<file path="src/rtl/core/ptsp_pkg.sv">
// Shared types, constants and the arctangent table of the point to servo pulse unit.
// Used by every module under rtl/core except ptsp_checker; depends on nothing else.
`timescale 1ns / 1ps
`default_nettype none
package ptsp_pkg;

	// Vector datapath width: geometry in units of 2^-25 cm plus CORDIC gain headroom
	localparam int VEC_W = 36;
	// Binary angle width: a full turn is 2^32, two extra bits hold sign and overshoot
	localparam int ANG_W = 34;
	localparam int ATAN_ENTRIES = 24;
	localparam int CORDIC_STEPS_DEF = 16;

	// Field widths
	localparam int COORD_W = 14;
	localparam int SIDE_W = 14;
	localparam int PULSE_W = 12;
	localparam int LOWY_W = 30;
	localparam int UANG_W = 33;
	localparam int PROD_W = 44;

	// Geometry constants
	localparam int unsigned ROOT3_INV = 37837;
	localparam logic [SIDE_W-1:0] SIDE_RESET = 14'd4352;

	// Angle and pulse constants
	localparam logic signed [ANG_W-1:0] HALF_TURN = 34'sh0_8000_0000;
	localparam logic [PULSE_W-1:0] PULSE_BASE = 12'd500;
	localparam logic [PULSE_W-1:0] PULSE_CENTER = 12'd1500;
	localparam logic [10:0] PULSE_SCALE = 11'd2000;

	// One mount's vector as it travels through the CORDIC
	typedef struct packed {
		logic signed [VEC_W-1:0] x;
		logic signed [VEC_W-1:0] y;
		logic signed [ANG_W-1:0] z;
		logic zero;
	} lane_t;

	// Three mounts: index 0 top, 1 lower left, 2 lower right
	typedef lane_t [2:0] lanes_t;

	// round(atan(2^-i) * 2^32 / (2*pi))
	function automatic logic [31:0] atan_turn(input int i);
		logic [31:0] r;
		case (i)
			0: r = 32'd536870912;
			1: r = 32'd316933406;
			2: r = 32'd167458907;
			3: r = 32'd85004756;
			4: r = 32'd42667331;
			5: r = 32'd21354465;
			6: r = 32'd10679838;
			7: r = 32'd5340245;
			8: r = 32'd2670163;
			9: r = 32'd1335087;
			10: r = 32'd667544;
			11: r = 32'd333772;
			12: r = 32'd166886;
			13: r = 32'd83443;
			14: r = 32'd41722;
			15: r = 32'd20861;
			16: r = 32'd10430;
			17: r = 32'd5215;
			18: r = 32'd2608;
			19: r = 32'd1304;
			20: r = 32'd652;
			21: r = 32'd326;
			22: r = 32'd163;
			23: r = 32'd81;
			default: r = 32'd0;
		endcase
		return r;
	endfunction

endpackage
`default_nettype wire

</file>
<file path="src/rtl/core/ptsp_pulse.sv">
// Back end: clamp each angle to a half turn and scale it to a servo pulse in microseconds.
// Two register stages, the second is the output register. Depends on ptsp_pkg.
`timescale 1ns / 1ps
`default_nettype none
module ptsp_pulse (
	input  wire                                  clk,
	input  wire                                  arst_n,
	input  wire                                  en,
	input  wire                                  in_valid,
	input  ptsp_pkg::lanes_t                     in_lanes,
	output logic                                 out_valid,
	output logic [2:0][ptsp_pkg::PULSE_W-1:0]    pulses
);

	localparam int AW = ptsp_pkg::ANG_W;

	logic                              valid_s1, valid_s2;
	logic [ptsp_pkg::UANG_W-1:0]       u_s1 [3];
	logic                              zero_s1 [3];
	logic [2:0][ptsp_pkg::PULSE_W-1:0] pulse_s2;

	logic signed [AW-1:0]          zc [3];
	logic signed [AW-1:0]          zu [3];
	logic [ptsp_pkg::PROD_W-1:0]   prod [3];
	logic [2:0][ptsp_pkg::PULSE_W-1:0] pw;

	always_ff @(posedge clk or negedge arst_n) begin
		if (!arst_n) begin
			valid_s1 <= 1'b0;
			valid_s2 <= 1'b0;
		end else if (en) begin
			valid_s1 <= in_valid;
			valid_s2 <= valid_s1;
		end
	end

	// Stage 1: saturate to [-half turn, +half turn] and shift into [0, full turn]
	always_comb begin
		for (int j = 0; j < 3; j++) begin
			if (in_lanes[j].z > ptsp_pkg::HALF_TURN) begin
				zc[j] = ptsp_pkg::HALF_TURN;
			end else if (in_lanes[j].z < -ptsp_pkg::HALF_TURN) begin
				zc[j] = -ptsp_pkg::HALF_TURN;
			end else begin
				zc[j] = in_lanes[j].z;
			end
			zu[j] = zc[j] + ptsp_pkg::HALF_TURN;
		end
	end

	always_ff @(posedge clk) begin
		if (en) begin
			for (int j = 0; j < 3; j++) begin
				u_s1[j]    <= zu[j][ptsp_pkg::UANG_W-1:0];
				zero_s1[j] <= in_lanes[j].zero;
			end
		end
	end

	// Stage 2: scale a full turn to 2000 us and add the 500 us base; a point on a mount
	// gives the center pulse
	always_comb begin
		for (int j = 0; j < 3; j++) begin
			prod[j] = {11'd0, u_s1[j]} * {33'd0, ptsp_pkg::PULSE_SCALE};
			if (zero_s1[j]) begin
				pw[j] = ptsp_pkg::PULSE_CENTER;
			end else begin
				pw[j] = ptsp_pkg::PULSE_BASE + prod[j][ptsp_pkg::PROD_W-1:32];
			end
		end
	end

	always_ff @(posedge clk) begin
		if (en) begin
			pulse_s2 <= pw;
		end
	end

	assign out_valid = valid_s2;
	assign pulses    = pulse_s2;

endmodule
`default_nettype wire

</file>
<file path="config.mk">
export PLATFORM = sky130hd
export DESIGN_NAME = ptsp_pulse
export DESIGN_NICKNAME = d
export VERILOG_FILES = /design/src/rtl/core/ptsp_pkg.sv /design/src/rtl/core/ptsp_pulse.sv
export SDC_FILE = /design/constraint.sdc
export NUM_CORES = 1
export LEC_CHECK = 0
export ABC_AREA = 1
export BUFFER_PORTS_ARGS = -buffer_cell sky130_fd_sc_hd__buf_2
export CORE_MARGIN = 2
export CORE_UTILIZATION = 38
export DETAILED_ROUTE_END_ITERATION = 7
export PLACE_DENSITY = 0.61
export SYNTH_ARGS = -nofsm -noshare
export SYNTH_HDL_FRONTEND = slang
export SYNTH_SLANG_ARGS = --single-unit
export TNS_END_PERCENT = 20
</file>
<file path="constraint.sdc">
create_clock -name clk -period 10.9 [get_ports clk]
set_input_delay 0.545 -clock clk [delete_from_list [all_inputs] [get_ports clk]]
set_output_delay 0.545 -clock clk [all_outputs]
set_load 0.1 [all_outputs]
</file>
==> run metrics <==
status completed; DR vias/cell 4.54; vias in the first global route 18,000; mapped cell area 23,100 um2; routability cong. 0.907; Min-Delay Path Class input port to register; Via Count 17,000; CTS root buf clkbuf_16; clock slew at reported path FFs 0.07 ns; GRT Overall Usage 0.174; Setup Viol. Count Final 0; hpwl dp 44.0 mm; R2R Setup Slk 5.73 ns; final wirelength 50.4 mm; IO buf count 145; pin count of the biggest net entering global routing 85; Post-synth EDFFs 138; initial antenna violation count 2; unrepaired setup endpoints after global routing false; Crit Path Max Fanout 5; layout cells sized above 1 0.0783; setup_tns 0 ns; FILL cells 6,098; post-DR wirelength/cell 13.5 um; worst path required time 11.13 ns; Primary FF master, synth edfxtp_1; synthesized area per cell 8.33 um2; Die W 251 um; CTS Buf Count 17; worst r2r dst pulses[32]; Setup Crit Path Kind register to register; ranking of synthesized cells by area fa_1 31%, edfxtp_1 18%, ha_1 14%; minimum clock period 5.17 ns; CTS max path bufs 2; post-synth top area cell fa_1; drt pass-1 iters 6; number of synthesis warnings 0; top-level port count 362; worst hold stages 1; worst slew pin tran 1.16 ns; syn_nets 3,720; share of the synthesized area in the top cell type 0.314; Routed Antenna Nets 0; Initial Util 0.384; global-route wire length before repair 87.1 mm; final core utilization 0.423; Slew Viols, Final 0; Final period util 0.474; P&R area growth vs syn 10.1%; skew final 0.0127 ns; crit path DAT 5.40 ns; Final Hold Viols 0; drt first-iter violations 727; sequential area share after synthesis 0.181; Worst-Skew Late Latency 0.49 ns; crit path capture type register; nets@finish 3,881; post-CTS setup buffers 0; Hold Path Origin in_lanes[0]; Die Ht 251 um; Achievable Freq 193 MHz; Hold Path End zero_s1[0][0]; count of different cell masters after synthesis 45; Max-Cap Viols 0; die area 62,900 um2; Worst R2R Path Depth 23; #FFs+latches synth 140; Mapped Cells 2,777; Placement Rows 90; Startpoint Class register; worst hold slack 0.245 ns; FFs w/ async S/R, synth 0.0143; Residual DRC 0; slew margin rel. 0.225; CTS Sinks 140; RR Startpoint u_s1[0][90]; total gr overflow 0; Core Footprint 60,200 um2; CTS tree built; H-Tree Depth 4
[cell usage in the layout, fill, tap and decap left out, types with 3 or more instances in the layout]
master	netlist	final
inv_1	798	798
nand2_1	487	487
fa_1	363	363
nor2_1	274	274
ha_1	255	255
buf_2	0	144
edfxtp_1	138	138
a21oi_1	136	136
nand3_1	70	70
o21ai_0	56	56
nand4_1	35	35
nor3_1	24	23
o21bai_1	19	19
nand2_2	18	18
clkbuf_16	0	17
nor2_2	12	12
nor4_1	12	12
xor2_1	8	8
or2_2	6	6
buf_4	0	5
nand3b_1	4	4
clkinv_2	1	4
o21a_1	3	3
a21o_1	3	3
nor3_2	2	3
a31oi_1	4	3
a21boi_0	3	3
nor4_2	3	3
o221ai_1	3	3
and3_1	3	3
and2_1	3	3
o21ai_1	3	3
clkinv_1	2	3
xnor2_1	3	3
clkinvlp_4	0	3
bufinv_16	0	3
[kinds of logic after synthesis]
logic type,share of synthesized area
XOR/XNOR,0.00487
flip-flops,0.181
adder cells (fa/ha/maj),0.452
AND/OR/NAND/NOR,0.174
AO/OA/AOI/OAI,0.0568
buffers and inverters,0.131
[registers in the layout, indices dropped and copies added (netlist names)]
| register | cells |
|---|---|
| out_valid | 1 |
| pulses | 36 |
| u_s1 | 99 |
| valid_s1 | 1 |
| zero_s1 | 3 |
[routing by layer]
metal	global-route usage	share of wire	wire [um]	up-vias
li1	-	-	-	8745
met1	0.243	0.50	25200	7952
met2	0.281	0.45	22500	220
met3	0.0275	0.036	1810	41
met4	0.0469	0.017	857	2
met5	0	0.00024	12	-
[through the flow]
| step | worst slack, ns | cells | area (um2) |
|---|---|---|---|
| after global routing | 5.47 | 3732 | 25500 |
| after global placement | 5.80 | 3700 | 24900 |
| after CTS | 5.75 | 3732 | 25500 |
| after detailed placement | 5.77 | 3700 | 24900 |
| final | 5.73 | 3733 | 25500 |
| after floorplan | 6.28 | 2777 | 23100 |
[worst max-delay path, cell delays in order (launching register included)]
cell and delay (ns):
edfxtp_1 0.49, inv_1 0.22, fa_1 0.46, fa_1 0.49, inv_1 0.05, fa_1 0.47, inv_1 0.05, fa_1 0.47
inv_1 0.04, ha_1 0.36, nand2_1 0.17, nor2_1 0.09, nand2_1 0.07, nand3_1 0.07, a21oi_1 0.22, nand2_1 0.14
nand2_1 0.07, nand2_1 0.10, ha_1 0.23, or2_1 0.27, nor2_2 0.12, inv_1 0.07, o21ai_1 0.14, nand3_1 0.08
[worst max-delay path by stage]
stage | startpoint | end | slack [ns] | cells after the start
after CTS | u_s1[0][90] | pulses[32] | 5.75 | 23
after detailed placement | u_s1[0][90] | pulses[32] | 5.77 | 23
after floorplan | u_s1[0][90] | pulses[32] | 6.28 | 23
after global placement | u_s1[0][90] | pulses[32] | 5.80 | 23
final | u_s1[0][90] | pulses[32] | 5.73 | 23
after global routing | u_s1[0][78] | pulses[32] | 5.47 | 23
[timing repair]
| action | in CTS | in global routing |
|---|---|---|
| hold buffers | 1 | 0 |
| endpoints found under the hold margin | 2 | 0 |
| resized for setup | 0 | 0 |
[cells in the mapped netlist (all sizes together) (3+ instances only)]
master and number:
xnor2 3, nand4 36, or2 7, xor2 9, o21a 3, nand3 70
and2 3, clkinv 3, fa 363, ha 255, o21ai 59, clkbuf 9
edfxtp 138, o21bai 20, o221ai 3, a21boi 4, nand3b 4, nor3 26
nor4 15, and3 3, nor2 288, nand2 506, a21o 3, a21oi 138
a31oi 4, inv 798
[area by class of cell]
class	count	area [um2]	share of cell area
Antenna cell	1	2.50	0.0000982
Clock buffer	19	433	0.0170
Clock inverter	12	149	0.00584
Inverter	801	3010	0.118
Multi-Input combinational cell	1827	15900	0.625
Sequential cell	140	4190	0.165
Tap cell	782	978	0.0384
Timing Repair Buffer	151	779	0.0306
Power is not shown: default switching activity piles up to over one toggle a cycle in this logic, so the estimate is an artifact.
