===== config.mk =====
export PLATFORM = sky130hd
export DESIGN_NAME = ptsp_geom
export DESIGN_NICKNAME = d
export VERILOG_FILES = /design/src/rtl/core/ptsp_pkg.sv /design/src/rtl/core/ptsp_geom.sv
export SDC_FILE = /design/constraint.sdc
export NUM_CORES = 1
export LEC_CHECK = 0
export BUFFER_PORTS_ARGS = -buffer_cell sky130_fd_sc_hd__clkbuf_2
export CELL_PAD_IN_SITES_DETAIL_PLACEMENT = 1
export CELL_PAD_IN_SITES_GLOBAL_PLACEMENT = 2
export CORE_MARGIN = 2
export CORE_UTILIZATION = 41
export CTS_CLUSTER_SIZE = 10
export DETAILED_ROUTE_END_ITERATION = 12
export MAX_ROUTING_LAYER = met4
export PLACE_DENSITY = 0.91
export SLEW_MARGIN = 20
export SYNTH_ARGS = -nofsm -noshare
export SYNTH_HDL_FRONTEND = slang
export SYNTH_SLANG_ARGS = --single-unit

===== constraint.sdc =====
create_clock -name clk -period 8.6 [get_ports clk]
set_input_delay 1.29 -clock clk [delete_from_list [all_inputs] [get_ports clk]]
set_output_delay 1.29 -clock clk [all_outputs]
set_load 0.01 [all_outputs]

===== src/rtl/core/ptsp_pkg.sv =====
// Shared types, constants and the arctangent table of the point to servo pulse unit.
// Used by every module under rtl/core except ptsp_checker; depends on nothing else.
`timescale 1ns / 1ps
`default_nettype none
package ptsp_pkg;

	// Vector datapath width: geometry in units of 2^-25 cm plus CORDIC gain headroom
	localparam int VEC_W = 36;
	// Binary angle width: a full turn is 2^32, two extra bits hold sign and overshoot
	localparam int ANG_W = 34;
	localparam int ATAN_ENTRIES = 24;
	localparam int CORDIC_STEPS_DEF = 16;

	// Field widths
	localparam int COORD_W = 14;
	localparam int SIDE_W = 14;
	localparam int PULSE_W = 12;
	localparam int LOWY_W = 30;
	localparam int UANG_W = 33;
	localparam int PROD_W = 44;

	// Geometry constants
	localparam int unsigned ROOT3_INV = 37837;
	localparam logic [SIDE_W-1:0] SIDE_RESET = 14'd4352;

	// Angle and pulse constants
	localparam logic signed [ANG_W-1:0] HALF_TURN = 34'sh0_8000_0000;
	localparam logic [PULSE_W-1:0] PULSE_BASE = 12'd500;
	localparam logic [PULSE_W-1:0] PULSE_CENTER = 12'd1500;
	localparam logic [10:0] PULSE_SCALE = 11'd2000;

	// One mount's vector as it travels through the CORDIC
	typedef struct packed {
		logic signed [VEC_W-1:0] x;
		logic signed [VEC_W-1:0] y;
		logic signed [ANG_W-1:0] z;
		logic zero;
	} lane_t;

	// Three mounts: index 0 top, 1 lower left, 2 lower right
	typedef lane_t [2:0] lanes_t;

	// round(atan(2^-i) * 2^32 / (2*pi))
	function automatic logic [31:0] atan_turn(input int i);
		logic [31:0] r;
		case (i)
			0: r = 32'd536870912;
			1: r = 32'd316933406;
			2: r = 32'd167458907;
			3: r = 32'd85004756;
			4: r = 32'd42667331;
			5: r = 32'd21354465;
			6: r = 32'd10679838;
			7: r = 32'd5340245;
			8: r = 32'd2670163;
			9: r = 32'd1335087;
			10: r = 32'd667544;
			11: r = 32'd333772;
			12: r = 32'd166886;
			13: r = 32'd83443;
			14: r = 32'd41722;
			15: r = 32'd20861;
			16: r = 32'd10430;
			17: r = 32'd5215;
			18: r = 32'd2608;
			19: r = 32'd1304;
			20: r = 32'd652;
			21: r = 32'd326;
			22: r = 32'd163;
			23: r = 32'd81;
			default: r = 32'd0;
		endcase
		return r;
	endfunction

endpackage
`default_nettype wire


===== src/rtl/core/ptsp_geom.sv =====
// Front end: mount vectors from the target point and the side register, then half-turn
// pre-rotation and zero detect. Three register stages. Depends on ptsp_pkg.
`timescale 1ns / 1ps
`default_nettype none
module ptsp_geom (
	input  wire                                 clk,
	input  wire                                 arst_n,
	input  wire                                 en,
	input  wire                                 in_valid,
	input  wire signed [ptsp_pkg::COORD_W-1:0]  target_x,
	input  wire signed [ptsp_pkg::COORD_W-1:0]  target_y,
	input  wire        [ptsp_pkg::SIDE_W-1:0]   side,
	output logic                                out_valid,
	output ptsp_pkg::lanes_t                    out_lanes
);

	localparam int VW = ptsp_pkg::VEC_W;

	logic                                 valid_s1, valid_s2, valid_s3;
	logic signed [ptsp_pkg::COORD_W-1:0]  x_s1, y_s1;
	logic        [ptsp_pkg::LOWY_W-1:0]   low_s1;
	logic        [ptsp_pkg::SIDE_W-1:0]   side_s1;
	logic signed [VW-1:0]                 vx_s2 [3];
	logic signed [VW-1:0]                 vy_s2 [3];
	ptsp_pkg::lanes_t                     lanes_s3;

	logic signed [VW-1:0] px, py, low_y, top_y, half_s;
	ptsp_pkg::lanes_t     pre;

	// Advance valid bits
	always_ff @(posedge clk or negedge arst_n) begin
		if (!arst_n) begin
			valid_s1 <= 1'b0;
			valid_s2 <= 1'b0;
			valid_s3 <= 1'b0;
		end else if (en) begin
			valid_s1 <= in_valid;
			valid_s2 <= valid_s1;
			valid_s3 <= valid_s2;
		end
	end

	// Stage 1: register point and side, form s / (2*sqrt3) in 2^-25 cm units
	always_ff @(posedge clk) begin
		if (en) begin
			x_s1    <= target_x;
			y_s1    <= target_y;
			side_s1 <= side;
			low_s1  <= {16'd0, side} * ptsp_pkg::LOWY_W'(ptsp_pkg::ROOT3_INV);
		end
	end

	// Stage 2: scale to 2^-25 cm and form the three mount-to-point vectors
	always_comb begin
		px     = {{(VW-31){x_s1[ptsp_pkg::COORD_W-1]}}, x_s1, 17'd0};
		py     = {{(VW-31){y_s1[ptsp_pkg::COORD_W-1]}}, y_s1, 17'd0};
		low_y  = {{(VW-ptsp_pkg::LOWY_W){1'b0}}, low_s1};
		top_y  = low_y <<< 1;
		half_s = {{(VW-ptsp_pkg::SIDE_W-16){1'b0}}, side_s1, 16'd0};
	end

	always_ff @(posedge clk) begin
		if (en) begin
			vx_s2[0] <= px;
			vy_s2[0] <= py - top_y;
			vx_s2[1] <= px + half_s;
			vy_s2[1] <= py + low_y;
			vx_s2[2] <= px - half_s;
			vy_s2[2] <= py + low_y;
		end
	end

	// Stage 3: flag zero vectors, fold the left half plane over by a half turn
	always_comb begin
		for (int j = 0; j < 3; j++) begin
			pre[j].zero = (vx_s2[j] == '0) && (vy_s2[j] == '0);
			if (vx_s2[j][VW-1]) begin
				pre[j].x = -vx_s2[j];
				pre[j].y = -vy_s2[j];
				pre[j].z = vy_s2[j][VW-1] ? -ptsp_pkg::HALF_TURN : ptsp_pkg::HALF_TURN;
			end else begin
				pre[j].x = vx_s2[j];
				pre[j].y = vy_s2[j];
				pre[j].z = '0;
			end
		end
	end

	always_ff @(posedge clk) begin
		if (en) begin
			lanes_s3 <= pre;
		end
	end

	assign out_valid = valid_s3;
	assign out_lanes = lanes_s3;

endmodule
`default_nettype wire


==> impl_results.md <==
* Arrival time of the worst setup path at approximately 6.7 ns
* Post-DP HPWL at 39.7 mm
* Maximum number of pins on one net before global-route repair at roughly 130
* Cts-stage hold buffer count at 0
* Portion of the clock cycle consumed by the worst path in the final layout at 0.729
* Worst path slowest cell: sky130_fd_sc_hd__fa_1
* Worst min path class: register to register
* Master cell of the clock root buffer: sky130_fd_sc_hd__clkbuf_16
* Final net count at 2293
* Average wire length per cell after detail routing at around 19 microns
* Result of the run: finished clean
* Crit path top cell by count: sky130_fd_sc_hd__fa_1
* Insertion delay of the later-clocked pin in the worst-skew pair at 0.57 ns
* Number of antenna violations at the first check in global routing at 0
* Critical path buffer and inverter count at 5
* Final Hold Vio Count at 0
* Sequential-to-total area share from yosys stat at 0.493
* Power density over cell area at 322 nW/um^2
* Data required time at the worst endpoint at between 8 and 9 ns
* Vias in the first global route at between 10000 and 15000
* All-layer global routing usage at 0.189
* WL final at between 50 and 60 mm
* Clock Sink Count at between 300 and 400
* Top cell family by delay on the critical path: adder cells
* IO Port Bufs at ~220
* Register share of total power at 0.370
* Commonest non-fill, non-tap cell in the layout: sky130_fd_sc_hd__edfxtp_1
* H-tree depth at 2
* Via/cell ratio at approximately 4.9
* Synth Register Bits at between 300 and 400
* Gate Count Post-Synth at about 1700
* Switching power summed over all nets at 2.87 mW
* Vias after detailed routing at about 13000
* Post-synthesis area per instance at around 12 sq um
* Global-route wire length before repair at roughly 76 mm
* Kind of start point of the critical path: input pin
* Max_cap viols at 0
* Power share of the combinational group at 0.418
* Post-CTS Repair Setup Buffers at 0
* Number of cells upsized or downsized after cts at 0
* Primary FF master, synth: sky130_fd_sc_hd__edfxtp_1
* Worst Path Class, Setup: input pin to register
* Total die area at between 50000 and 60000 sq um
* Post-DP Area at between 20000 and 25000 sq um
* Maximum fanout along the worst path at 7
* Io pins at ~370
* Die Ht at around 230 microns
* Worst-path clk slew at 0.06 ns
* Die width at roughly 230 microns
* TritonCTS buffer count at 43
* Clock skew at 0.0274 ns
* Setup TNS at 0 ns
* CTS tree: yes
* Largest incremental delay on the critical path at 0.55 ns
* Area growth syn-to-layout at 12.1%
* Final Wtd Congestion at between 0.8 and 0.9
* Number of distinct library cells after synthesis at 66
* Fmax at approximately 160 MHz
* Worst-Margin Slew at between 1 and 1.5 ns
* Unrepaired setup endpoints after global routing: no
* Kind of capture point of the worst setup path: register
* Iter 0 DRT Violations at between 800 and 900
* Critical path cell sequence: clkbuf_2 > inv_1 > fa_1 > fa_1 > inv_1 > fa_1 > fa_1 > inv_1 > fa_1 > inv_1 > ha_1 > ha_1 > nand2_1 > o31ai_1 > a21oi_1 > a2111o_1 > and4b_1 > a211oi_1
* DRC Markers at 0
* Std-Cell Core Area at 51400 sq um
* VDD IR max at 0.222 mV
* Number of optimization iterations in the first detailed-route pass at 5
* Number of buffers on the longest clock path at 3
* GRT overflow at 0
* Post-synthesis instance area at approximately 21000 sq um
* Ant diodes at 0
* Post-synth EDFFs at between 300 and 400
* Initial cell density of the core at 0.415
* Post-synth ARST share at 0.00855
* Static power due to leakage at just over 10 nW
* Headroom to the max-slew limit at 0.263
* Warning count from the yosys run at 0
* Total count of max-transition violations in the final report at 0
* Switching Share at 0.373
* Clock period minus worst slack at 6.27 ns
* Site Rows at 83
* Non-Filler Cell Area, Final at ~24000 sq um
* Clock network fraction of total power at 0.212
* Number of nets with antenna violations after detailed routing at 0
* Most frequent cells in the layout: sky130_fd_sc_hd__edfxtp_1, sky130_fd_sc_hd__clkbuf_2, sky130_fd_sc_hd__ha_1
* Final-report setup violation count at 0
* Layout cell share with drive strength beyond 1 at 0.153
* Internal cell power at ~4.8 mW
## logic make-up after synthesis
group	count (synthesis)	share of synthesized area
other	1	0.000176
AO/OA/AOI/OAI	246	0.0738
adder cells (fa/ha/maj)	254	0.173
AND/OR/NAND/NOR	347	0.0852
XOR/XNOR	209	0.0857
buffers and inverters	336	0.0860
multiplexers	5	0.00252
flip-flops	351	0.493
## per-layer routing
layer  track usage  wire [microns]  vias up
met2         0.314           24500      295
li1              -               -     6355
met4        0.0459             981        0
met5             -               0        -
met1         0.245           22900     6503
met3        0.0250            1920       59
## worst reg2reg max path, delay by kind of cell, from the launching register on
family,cells,cell delay [ns]
AND/OR/NAND/NOR,8,2.10
adder cells (fa/ha/maj),2,0.60
flip-flops,1,0.46
buffers and inverters,1,0.27
## final timing paths
path,startpoint,endpoint,slack [ns],cells past startpoint
worst min register to register,valid_s2,valid_s2,0.51,1
max in group asynchronous,arst_n,valid_s1,7.96,1
min in group asynchronous,arst_n,out_valid,0.52,1
worst max register to register,vy_s2[0][72],out_lanes[0],5.02,11
worst min-delay path,valid_s2,valid_s2,0.51,1
worst max-delay path,side[2],low_s1[27],2.33,18
## state kept, by name, indices dropped and copies added (netlist names)
name and flops:
side_s1 12, valid_s1 1, valid_s2 1, out_valid 1
y_s1 14, x_s1 14, out_lanes 171, low_s1 30
vx_s2 44, vy_s2 63
## cell usage after synthesis, drive strengths merged (23+ instances only)
master	n	area share
o31ai	29	0.010
nor3	23	0.0054
inv	150	0.026
nor2	66	0.012
nand2	107	0.019
edfxtp	348	0.49
a21oi	49	0.011
buf	155	0.054
fa	70	0.066
xor2	31	0.013
or4	28	0.011
o21ai	79	0.019
or3	34	0.011
xnor2	178	0.073
clkbuf	31	0.0055
ha	184	0.11
## metrics by stage
step	worst slack [ns]	util	instances	hold WS (ns)	power, mW
floorplan	2.54	-	1904	0.424	5.09
global placement	1.90	0.441	2628	0.470	6.00
detailed placement	1.76	0.441	2628	0.492	6.13
CTS	2.34	0.465	2692	0.494	7.81
global route	2.03	0.465	2692	0.499	8.26
finish	2.33	0.465	2692	0.509	7.71
## layout make-up
type,instances,area [sq um]
clock buffers,56,1160
clock inverters,8,82.6
fillers,5544,27500
inverters,150,563
multi-input cells,1217,9570
flip-flops and latches,351,10500
well taps,680,851
repair buffers,230,1180
## power groups by stage
stage | Clock (mW) | Sequential [mW] | Combinational [mW]
6_report | 1.63 | 2.86 | 3.23
3_5_place_dp | 0 | 2.89 | 3.24
3_3_place_gp | 0 | 2.87 | 3.13
5_1_grt | 1.73 | 2.90 | 3.63
2_1_floorplan | 0 | 2.82 | 2.27
4_1_cts | 1.67 | 2.86 | 3.27
Power figures use the tool's default switching activity.
